### src/rtl/assert_macros.svh
// Assertion macros shared by the duty generator RTL
`ifndef ASSERT_MACROS_SVH
`define ASSERT_MACROS_SVH

// Same-cycle implication, checked on clk with synchronous active-low reset
`define SVPWM_ASSERT_IMP(lbl, ante, cons) \
  lbl: assert property (@(posedge clk) disable iff (!rst_n) (ante) |-> (cons)) \
    else $error("%m: same-cycle implication failed");

// Next-cycle implication, checked on clk with synchronous active-low reset
`define SVPWM_ASSERT_NXT(lbl, ante, cons) \
  lbl: assert property (@(posedge clk) disable iff (!rst_n) (ante) |=> (cons)) \
    else $error("%m: next-cycle implication failed");

`endif

### src/rtl/svpwm_pkg.sv
// Shared constants, tables and types of the space-vector PWM duty generator
package svpwm_pkg;

  localparam int PWM_PERIOD  = 256;
  localparam int TABLE_DEPTH = 128;

  localparam int ANG_W   = $clog2(TABLE_DEPTH);
  localparam int SEC_W   = 3;
  localparam int GAIN_W  = 4;
  localparam int ROM_W   = 10;
  localparam int DUTY_W  = 10;
  localparam int STEP_W  = 7;
  localparam int PAIR_W  = 2 * ROM_W;
  localparam int PROD_W  = ROM_W + GAIN_W;
  localparam int FILL_W  = ANG_W + 1;
  // signed working width, wide enough for 2*PWM_PERIOD over the full period range
  localparam int CALC_W  = 18;

  localparam logic [STEP_W-1:0] STEP_RESET = STEP_W'(8);
  localparam logic [DUTY_W-1:0] DUTY_MAX   = '1;

  // sector codes
  localparam logic [SEC_W-1:0] SEC_0 = 3'd0;
  localparam logic [SEC_W-1:0] SEC_1 = 3'd1;
  localparam logic [SEC_W-1:0] SEC_2 = 3'd2;
  localparam logic [SEC_W-1:0] SEC_3 = 3'd3;
  localparam logic [SEC_W-1:0] SEC_4 = 3'd4;
  localparam logic [SEC_W-1:0] SEC_5 = 3'd5;

  // round(sin(theta)*1024), theta over 0..60 degrees
  localparam logic [ROM_W-1:0] SINE_ROM [TABLE_DEPTH] = '{
    10'd0,   10'd8,   10'd17,  10'd25,  10'd34,  10'd42,  10'd50,  10'd59,
    10'd67,  10'd75,  10'd84,  10'd92,  10'd100, 10'd109, 10'd117, 10'd125,
    10'd134, 10'd142, 10'd150, 10'd159, 10'd167, 10'd175, 10'd183, 10'd192,
    10'd200, 10'd208, 10'd216, 10'd224, 10'd233, 10'd241, 10'd249, 10'd257,
    10'd265, 10'd273, 10'd281, 10'd289, 10'd297, 10'd305, 10'd313, 10'd321,
    10'd329, 10'd337, 10'd345, 10'd353, 10'd361, 10'd369, 10'd376, 10'd384,
    10'd392, 10'd400, 10'd407, 10'd415, 10'd423, 10'd430, 10'd438, 10'd445,
    10'd453, 10'd460, 10'd468, 10'd475, 10'd483, 10'd490, 10'd497, 10'd505,
    10'd512, 10'd519, 10'd526, 10'd534, 10'd541, 10'd548, 10'd555, 10'd562,
    10'd569, 10'd576, 10'd583, 10'd590, 10'd596, 10'd603, 10'd610, 10'd617,
    10'd623, 10'd630, 10'd637, 10'd643, 10'd650, 10'd656, 10'd662, 10'd669,
    10'd675, 10'd681, 10'd688, 10'd694, 10'd700, 10'd706, 10'd712, 10'd718,
    10'd724, 10'd730, 10'd736, 10'd742, 10'd747, 10'd753, 10'd759, 10'd764,
    10'd770, 10'd775, 10'd781, 10'd786, 10'd792, 10'd797, 10'd802, 10'd807,
    10'd812, 10'd817, 10'd822, 10'd827, 10'd832, 10'd837, 10'd842, 10'd847,
    10'd851, 10'd856, 10'd861, 10'd865, 10'd870, 10'd874, 10'd878, 10'd883
  };

  // per-beat tag that travels with the table lookup
  typedef struct packed {
    logic [GAIN_W-1:0] gain;
    logic [SEC_W-1:0]  sector;
    logic [ANG_W-1:0]  angle;
  } tag_t;

  // table RAM write port during the fill sweep
  typedef struct packed {
    logic              en;
    logic [ANG_W-1:0]  addr;
    logic [PAIR_W-1:0] data;
  } ram_wr_t;

  // stage load strobes
  typedef struct packed {
    logic load2;
    logic load3;
  } pipe_ctl_t;

endpackage

### src/rtl/space_vector_pwm_duty_generator.sv
// Top level of the space-vector PWM duty generator
//
// Input channel in_valid/in_stall carries one tick beat with a 4-bit gain.
// Each accepted beat advances the in-sector angle by cfg_angle_step (carry
// moves the sector on, modulo 6) and yields one result beat on
// out_valid/out_stall: three phase compare values, sector and angle.
// Each beat passes the table RAM read, the gain multiply and the duty select,
// each of which occupies one registered stage. Throughput is one beat per
// cycle while out_stall does not hold the pipeline, and the angle
// accumulator takes a new step on every accepted beat.
// The sine table sits in a RAM whose entries hold a sine pair for a and
// 127-a, so one read port serves both dwell times.
// After reset a fill sweep loads all 128 table entries; in_stall stays
// high until it ends. Angle and sector reset to 0, angle_step to 8.
// cfg_ready is always high; write the step only while the block is idle.
// A stall on the output holds the result register; the stages behind it
// keep filling, so up to three beats are held before in_stall rises.
`include "assert_macros.svh"

module space_vector_pwm_duty_generator
  import svpwm_pkg::*;
(
  input  logic              clk,
  input  logic              rst_n,
  input  logic              in_valid,
  output logic              in_stall,
  input  logic [GAIN_W-1:0] in_gain,
  output logic              out_valid,
  input  logic              out_stall,
  output logic [DUTY_W-1:0] out_duty_r,
  output logic [DUTY_W-1:0] out_duty_y,
  output logic [DUTY_W-1:0] out_duty_b,
  output logic [SEC_W-1:0]  out_sector_out,
  output logic [ANG_W-1:0]  out_angle_out,
  input  logic              cfg_valid,
  output logic              cfg_ready,
  input  logic [STEP_W-1:0] cfg_angle_step
);

  logic [STEP_W-1:0] step_r;
  logic [ANG_W-1:0]  angle_r;
  logic [ANG_W-1:0]  angle_nxt;
  logic [SEC_W-1:0]  sector_r;
  logic [SEC_W-1:0]  sector_nxt;
  logic [ANG_W:0]    sum;
  logic              v1_r;
  logic              v2_r;
  logic              v3_r;
  logic              en1;
  logic              en2;
  logic              en3;
  logic              accept;
  logic              fill_busy;
  ram_wr_t           ram_wr;
  tag_t              tag1_r;
  logic [PAIR_W-1:0] pair;
  pipe_ctl_t         ctl;

  // configuration register
  assign cfg_ready = 1'b1;

  always_ff @(posedge clk) begin
    if (!rst_n) begin
      step_r <= STEP_RESET;
    end else if (cfg_valid && cfg_ready) begin
      step_r <= cfg_angle_step;
    end
  end

  // stage enables: a stage loads when empty or when its successor moves
  assign en3      = !v3_r || !out_stall;
  assign en2      = !v2_r || en3;
  assign en1      = !v1_r || en2;
  assign in_stall = fill_busy || !en1;
  assign accept   = in_valid && !in_stall;

  // advance angle and sector
  assign sum       = {1'b0, angle_r} + (ANG_W+1)'(step_r);
  assign angle_nxt = sum[ANG_W-1:0];
  always_comb begin
    sector_nxt = sector_r;
    if (sum[ANG_W]) begin
      sector_nxt = (sector_r >= SEC_5) ? SEC_0 : sector_r + SEC_W'(1);
    end
  end

  always_ff @(posedge clk) begin
    if (!rst_n) begin
      angle_r  <= '0;
      sector_r <= SEC_0;
    end else if (accept) begin
      angle_r  <= angle_nxt;
      sector_r <= sector_nxt;
    end
  end

  // valid bits
  always_ff @(posedge clk) begin
    if (!rst_n) begin
      v1_r <= 1'b0;
      v2_r <= 1'b0;
      v3_r <= 1'b0;
    end else begin
      if (en1) begin
        v1_r <= accept;
      end
      if (en2) begin
        v2_r <= v1_r;
      end
      if (en3) begin
        v3_r <= v2_r;
      end
    end
  end

  // tag that rides alongside the table read
  always_ff @(posedge clk) begin
    if (accept) begin
      tag1_r <= '{gain: in_gain, sector: sector_nxt, angle: angle_nxt};
    end
  end

  svpwm_rom_fill u_fill (
    .clk   (clk),
    .rst_n (rst_n),
    .busy  (fill_busy),
    .wr    (ram_wr)
  );

  svpwm_ram #(
    .WIDTH (PAIR_W),
    .DEPTH (TABLE_DEPTH)
  ) u_table (
    .clk     (clk),
    .wr_en   (ram_wr.en),
    .wr_addr (ram_wr.addr),
    .wr_data (ram_wr.data),
    .rd_en   (accept),
    .rd_addr (angle_nxt),
    .rd_data (pair)
  );

  assign ctl.load2 = en2 && v1_r;
  assign ctl.load3 = en3 && v2_r;

  svpwm_duty u_duty (
    .clk     (clk),
    .ctl     (ctl),
    .tag_in  (tag1_r),
    .pair_in (pair),
    .duty_r  (out_duty_r),
    .duty_y  (out_duty_y),
    .duty_b  (out_duty_b),
    .sector  (out_sector_out),
    .angle   (out_angle_out)
  );

  assign out_valid = v3_r;

  // checks
  `SVPWM_ASSERT_IMP(a_no_accept_in_fill, fill_busy, in_stall)
  `SVPWM_ASSERT_IMP(a_sector_range, 1'b1, sector_r <= SEC_5)
  `SVPWM_ASSERT_NXT(a_accept_fills_s1, accept, v1_r)
  `SVPWM_ASSERT_NXT(a_zero_step_holds, accept && (step_r == '0), angle_r == $past(angle_r))

endmodule

### src/rtl/svpwm_ram.sv
// Generic single-port-write, single-port-read RAM with registered read data
module svpwm_ram #(
  parameter int WIDTH = 8,
  parameter int DEPTH = 16
) (
  input  logic                     clk,
  input  logic                     wr_en,
  input  logic [$clog2(DEPTH)-1:0] wr_addr,
  input  logic [WIDTH-1:0]         wr_data,
  input  logic                     rd_en,
  input  logic [$clog2(DEPTH)-1:0] rd_addr,
  output logic [WIDTH-1:0]         rd_data
);

  logic [WIDTH-1:0] mem [DEPTH];

  // write port
  always_ff @(posedge clk) begin
    if (wr_en) begin
      mem[wr_addr] <= wr_data;
    end
  end

  // registered read, hold when not enabled
  always_ff @(posedge clk) begin
    if (rd_en) begin
      rd_data <= mem[rd_addr];
    end
  end

endmodule

### src/rtl/svpwm_rom_fill.sv
// Fill sweep that loads sine pairs into the table RAM after reset
module svpwm_rom_fill
  import svpwm_pkg::*;
(
  input  logic    clk,
  input  logic    rst_n,
  output logic    busy,
  output ram_wr_t wr
);

  logic [FILL_W-1:0] cnt_r;
  logic [FILL_W-1:0] cnt_nxt;
  logic [ANG_W-1:0]  addr;
  logic [ANG_W-1:0]  mirror;

  assign busy    = !cnt_r[FILL_W-1];
  assign cnt_nxt = busy ? cnt_r + FILL_W'(1) : cnt_r;

  // advance one entry a cycle until the top bit sets
  always_ff @(posedge clk) begin
    if (!rst_n) begin
      cnt_r <= '0;
    end else begin
      cnt_r <= cnt_nxt;
    end
  end

  // entry a holds {sin(a), sin(last - a)}
  assign addr    = cnt_r[ANG_W-1:0];
  assign mirror  = ANG_W'(TABLE_DEPTH - 1) - addr;
  assign wr.en   = busy;
  assign wr.addr = addr;
  assign wr.data = {SINE_ROM[addr], SINE_ROM[mirror]};

endmodule

### src/rtl/svpwm_duty.sv
// Dwell-time scaling, half zero time and per-sector duty selection
module svpwm_duty
  import svpwm_pkg::*;
(
  input  logic              clk,
  input  pipe_ctl_t         ctl,
  input  tag_t              tag_in,
  input  logic [PAIR_W-1:0] pair_in,
  output logic [DUTY_W-1:0] duty_r,
  output logic [DUTY_W-1:0] duty_y,
  output logic [DUTY_W-1:0] duty_b,
  output logic [SEC_W-1:0]  sector,
  output logic [ANG_W-1:0]  angle
);

  logic [PROD_W-1:0]        prod_b;
  logic [PROD_W-1:0]        prod_a;
  logic [ROM_W-1:0]         tb_r;
  logic [ROM_W-1:0]         ta_r;
  tag_t                     tag2_r;
  logic signed [CALC_W-1:0] two_p;
  logic signed [CALC_W-1:0] ta_s;
  logic signed [CALC_W-1:0] tb_s;
  logic signed [CALC_W-1:0] num;
  logic signed [CALC_W-1:0] t02;
  logic signed [CALC_W-1:0] pos_a;
  logic signed [CALC_W-1:0] pos_b;
  logic signed [CALC_W-1:0] neg;
  logic signed [CALC_W-1:0] r_val;
  logic signed [CALC_W-1:0] y_val;
  logic signed [CALC_W-1:0] b_val;

  function automatic logic [DUTY_W-1:0] sat_duty(input logic signed [CALC_W-1:0] v);
    logic [DUTY_W-1:0] res;
    if (v < 0) begin
      res = '0;
    end else if (v > $signed({{(CALC_W-DUTY_W){1'b0}}, DUTY_MAX})) begin
      res = DUTY_MAX;
    end else begin
      res = v[DUTY_W-1:0];
    end
    return res;
  endfunction

  // scale both table values by gain/16
  assign prod_b = PROD_W'(pair_in[PAIR_W-1:ROM_W]) * PROD_W'(tag_in.gain);
  assign prod_a = PROD_W'(pair_in[ROM_W-1:0]) * PROD_W'(tag_in.gain);

  always_ff @(posedge clk) begin
    if (ctl.load2) begin
      tb_r   <= prod_b[PROD_W-1:GAIN_W];
      ta_r   <= prod_a[PROD_W-1:GAIN_W];
      tag2_r <= tag_in;
    end
  end

  // half zero-vector time, clamped at zero under overmodulation
  assign two_p = CALC_W'(2 * PWM_PERIOD);
  assign ta_s  = $signed({{(CALC_W-ROM_W){1'b0}}, ta_r});
  assign tb_s  = $signed({{(CALC_W-ROM_W){1'b0}}, tb_r});
  assign num   = two_p - ta_s - tb_s;
  assign t02   = num[CALC_W-1] ? '0 : (num >>> 1);
  assign pos_a = t02 + ta_s;
  assign pos_b = t02 + tb_s;
  assign neg   = two_p - t02;

  // pick phase compares by sector; unknown codes follow sector 5
  always_comb begin
    case (tag2_r.sector)
      SEC_0: begin
        r_val = t02;   y_val = pos_a; b_val = neg;
      end
      SEC_1: begin
        r_val = pos_b; y_val = t02;   b_val = neg;
      end
      SEC_2: begin
        r_val = neg;   y_val = t02;   b_val = pos_a;
      end
      SEC_3: begin
        r_val = neg;   y_val = pos_b; b_val = t02;
      end
      SEC_4: begin
        r_val = pos_a; y_val = neg;   b_val = t02;
      end
      default: begin
        r_val = t02;   y_val = neg;   b_val = pos_b;
      end
    endcase
  end

  // output register
  always_ff @(posedge clk) begin
    if (ctl.load3) begin
      duty_r <= sat_duty(r_val);
      duty_y <= sat_duty(y_val);
      duty_b <= sat_duty(b_val);
      sector <= tag2_r.sector;
      angle  <= tag2_r.angle;
    end
  end

endmodule
### config.mk
export PLATFORM = sky130hd
export DESIGN_NAME = space_vector_pwm_duty_generator
export DESIGN_NICKNAME = d
export VERILOG_FILES = /design/src/rtl/svpwm_pkg.sv /design/src/rtl/space_vector_pwm_duty_generator.sv /design/src/rtl/svpwm_ram.sv /design/src/rtl/svpwm_rom_fill.sv /design/src/rtl/svpwm_duty.sv
export VERILOG_INCLUDE_DIRS = /design/src /design/src/rtl
export SDC_FILE = /design/constraint.sdc
export NUM_CORES = 2
export LEC_CHECK = 0
export BUFFER_PORTS_ARGS = -buffer_cell sky130_fd_sc_hd__buf_2
export CORE_MARGIN = 2
export CORE_UTILIZATION = 25
export CTS_BUF_LIST = sky130_fd_sc_hd__clkbuf_8
export CTS_CLUSTER_DIAMETER = 120
export DETAILED_ROUTE_END_ITERATION = 8
export PLACE_DENSITY_LB_ADDON = 0.05
export SLEW_MARGIN = 30
export SYNTH_ARGS = -nofsm -noshare
export SYNTH_HDL_FRONTEND = slang
export SYNTH_SLANG_ARGS = --single-unit
### constraint.sdc
create_clock -name clk -period 29.5 [get_ports clk]
set_clock_uncertainty 0.2 [all_clocks]
set_input_delay 1.475 -clock clk [delete_from_list [all_inputs] [get_ports clk]]
set_output_delay 1.475 -clock clk [all_outputs]
set_load 0.05 [all_outputs]
==> metrics.log <==
[metrics] layout cells sized above 1: 31.50%
[metrics] FF+latch count, synth: 2692
[metrics] worst setup path category: reg -> reg
[metrics] vias per inst: 4.669
[metrics] final period demand of the worst path: 7.007 ns
[metrics] cells after synthesis: 5249
[metrics] global-route wire length before repair: 510300 um
[metrics] Starting Density: 25.13%
[metrics] Setup TNS: 0 ns
[metrics] violation count after the first detailed-route iteration: 4687
[metrics] number of core rows: 242
[metrics] Post-synth top flop: sky130_fd_sc_hd__edfxtp_1
[metrics] count of nets after finishing: 5930
[metrics] gpl congestion: 0.7856
[metrics] Critical Path RT: 30.15 ns
[metrics] final hold vios: 0
[metrics] sequential cell area fraction in the yosys report: 73.67%
[metrics] post-placement cell area: 119500 um^2
[metrics] DIE AREA: 442700 um^2
[metrics] largest cells by area after synthesis: sky130_fd_sc_hd__edfxtp_1 (73%), sky130_fd_sc_hd__mux4_2 (17%), sky130_fd_sc_hd__ha_1 (1.1%), sky130_fd_sc_hd__nor2_1 (0.87%), sky130_fd_sc_hd__mux2i_1 (0.78%)
[metrics] worst r2r src: step_r[0]
[metrics] remaining global-route overflow: 0
[metrics] depth of the CTS H-tree: 5
[metrics] worst setup slack for register-to-register paths: 22.49 ns
[metrics] average footprint of a synthesized cell: 20.83 um^2
[metrics] Peak VDD IR: 0.03364 mV
[metrics] Least-Margin Pin Slew: 1.137 ns
[metrics] highest-count cells in the layout ignoring fill and taps: sky130_fd_sc_hd__edfxtp_1 (2664), sky130_fd_sc_hd__mux4_2 (803), sky130_fd_sc_hd__clkbuf_8 (493), sky130_fd_sc_hd__buf_4 (242), sky130_fd_sc_hd__inv_1 (241)
[metrics] count of clock tree sinks: 2692
[metrics] Clock Tree Root: sky130_fd_sc_hd__clkbuf_8
[metrics] antenna violations before repair: 37
[metrics] worst hold path type: reg -> reg
[metrics] portion of the clock cycle consumed by the worst path in the final layout: 23.75%
[metrics] total of endpoints with negative setup slack in the final report: 0
[metrics] cell accounting for the most synthesized area: sky130_fd_sc_hd__edfxtp_1
[metrics] reg-to-reg critical path endpoint: u_table.rd_data[7]
[metrics] leading cell type in the layout, fill and taps excluded: sky130_fd_sc_hd__edfxtp_1
[metrics] final cell area excluding filler cells: 128300 um^2
[metrics] proportion of netlist area held by the largest area contributor: 73.15%
[metrics] Max Cap Violations: 0
[metrics] capturing element type of the critical path: flop
[metrics] Hold EP: u_duty.tag2_r[4]
[metrics] share of the core filled with cells in the final layout: 29.49%
[metrics] net count of the mapped netlist: 5391
[metrics] buffers inserted by post-CTS timing repair: 0
[metrics] average wire per cell in the routed design: 31.50 um
[metrics] num ports: 59
[metrics] y dimension of the die: 665.4 um
[metrics] arrival time at the worst endpoint: 7.66 ns
[metrics] cells on worst reg2reg path: 11
[metrics] count of cell types in the netlist: 79
[metrics] Hold Path Cell Cnt: 0
[metrics] TritonCTS Buffers: 485
[metrics] total standard cell area after synthesis: 109400 um^2
[metrics] Async S/R FF share, synth: 0%
[metrics] total number of vias: 55731
[metrics] number of resized instances in the post-cts repair step: 0
[metrics] unrepaired setup endpoints after global routing: no
[metrics] later-pin clock latency in the skew report: 1.16 ns
[metrics] sort of element at the start of the critical path: flop
[metrics] die boundary width: 665.4 um
[metrics] headroom to the max-slew limit: 24.19%
[metrics] CTS clock-pin slew for the worst setup and hold paths: 0.06 ns
[metrics] I/O Buffers: 57
[metrics] total leakage power: 40.35 nW
[metrics] number of enable-type register cells in the synthesized netlist: 2664
[metrics] wire length after detailed routing: 376000 um
[metrics] status: completed
[metrics] number of global-route vias before repair: 58086
[metrics] number of iterations in the first detailed-routing pass: 6
[metrics] maximum number of pins on one net before global-route repair: 129
[metrics] areal power density over the cells: 62.36 nW/um^2
[metrics] Core Box Area: 435100 um^2
[metrics] remaining routing DRC violations: 0
[metrics] TritonCTS clock tree: built
[metrics] CTS Buffer Depth: 4
[metrics] worst-path fanout max: 41
[metrics] aggregate global-route resource usage: 16.68%
[metrics] number of max-slew violations in the final report: 0
[metrics] startpoint of the tightest hold check path: tag1_r[4]
[metrics] final HPWL from detailed placement: 220400 um
[metrics] warning count from the yosys run: 0
[metrics] # hold bufs at CTS: 0
[metrics] post-route ant nets: 0
[metrics] area growth from synthesis to layout: 17.34%
[metrics] Highest Clock Rate: 0.1427 GHz
## cell usage after synthesis (all sizes together) (19+ instances only)
cell and number:
edfxtp 2664, mux4 803, nor2 253, nand2 216, clkbuf 176, a21oi 131, buf 116, ha 92
inv 88, mux2i 85, o21ai 73, xnor2 41, fa 34, nor3 33, and2 32, a221oi 30
nand3 29, dfxtp 28, o211ai 26, a31oi 22, a32o 22, xor2 19
## flip-flops by register name, indices dropped and copies added, names as in the netlist, 3 cells and up
name / flops
angle_r: 7
u_table.rd_data: 20
u_duty.angle: 7
u_fill.cnt_r: 8
step_r: 7
u_duty.duty_r: 10
u_duty.tag2_r: 10
u_duty.ta_r: 10
u_duty.sector: 3
tag1_r: 14
u_duty.duty_b: 10
u_duty.duty_y: 10
u_table.mem: 2560
sector_r: 3
u_duty.tb_r: 10
## metal layers
metal	global-route usage, %	routed length (um)
met1	23.07	169900
met4	3.851	8759
met5	0	40
met3	2.395	15770
met2	27.72	181400
## cells by family after synthesis
family,count (synthesis),share of synthesized area [%]
AO/OA/AOI/OAI,454,2.836
XOR/XNOR,60,0.4874
adder cells (fa/ha/maj),126,1.675
buffers and inverters,386,1.436
flip-flops,2692,73.67
multiplexers,893,17.37
other,1,0.003429
AND/OR/NAND/NOR,637,2.526
## report_power, final
group / internal (mW) / switching, mW
logic: 0.179 / 0.341
registers: 4.23 / 0.00382
clock network: 1.64 / 1.61
total: 6.05 / 1.95
## critical path, cell delays in order (launching register included)
cell                       delay [ns]
sky130_fd_sc_hd__dfxtp_1         0.33
sky130_fd_sc_hd__ha_4            0.75
sky130_fd_sc_hd__buf_4           0.70
sky130_fd_sc_hd__buf_4           0.79
sky130_fd_sc_hd__buf_6           0.63
sky130_fd_sc_hd__buf_4           0.70
sky130_fd_sc_hd__buf_4           0.58
sky130_fd_sc_hd__mux4_2          0.57
sky130_fd_sc_hd__mux4_2          0.59
sky130_fd_sc_hd__mux2i_1         0.30
sky130_fd_sc_hd__a32o_1          0.27
sky130_fd_sc_hd__a221oi_1        0.07
## worst max path at each step
stage / startpoint / endpoint / slack (ns) / depth (start not counted)
after floorplan: u_fill.cnt_r[6] / u_table.mem[0][16] / 18.59 / 3
after global placement: step_r[0] / u_table.rd_data[7] / 21.81 / 11
after detailed placement: step_r[0] / u_table.rd_data[7] / 22.09 / 11
after CTS: step_r[0] / u_table.rd_data[7] / 22.08 / 11
after global routing: step_r[0] / u_table.rd_data[7] / 21.75 / 11
final: step_r[0] / u_table.rd_data[7] / 22.49 / 11
## area by class of cell
| class | count | area, um^2 |
|---|---|---|
| Inverter | 94 | 356.6 |
| Clock buffer | 493 | 6785 |
| Antenna cell | 34 | 85.08 |
| Multi-Input combinational cell | 2171 | 28290 |
| Clock inverter | 374 | 1924 |
| Sequential cell | 2692 | 80570 |
| Fill cell | 42393 | 306800 |
| Tap cell | 5734 | 7174 |
| Timing Repair Buffer | 344 | 3138 |
## metrics by stage
step                      total power [mW]  hold WS, ns  cells  worst slack (ns)
after global placement               4.845       0.2047  11003             21.81
after detailed placement             4.853       0.2127  11033             22.09
after CTS                            8.173       0.1826  11900             22.08
final                                8.002       0.2041  11936             22.49
after floorplan                      4.607       0.2003   5249             18.59
after global routing                 8.329       0.2260  11915             21.75
Power figures use the tool's default switching activity.
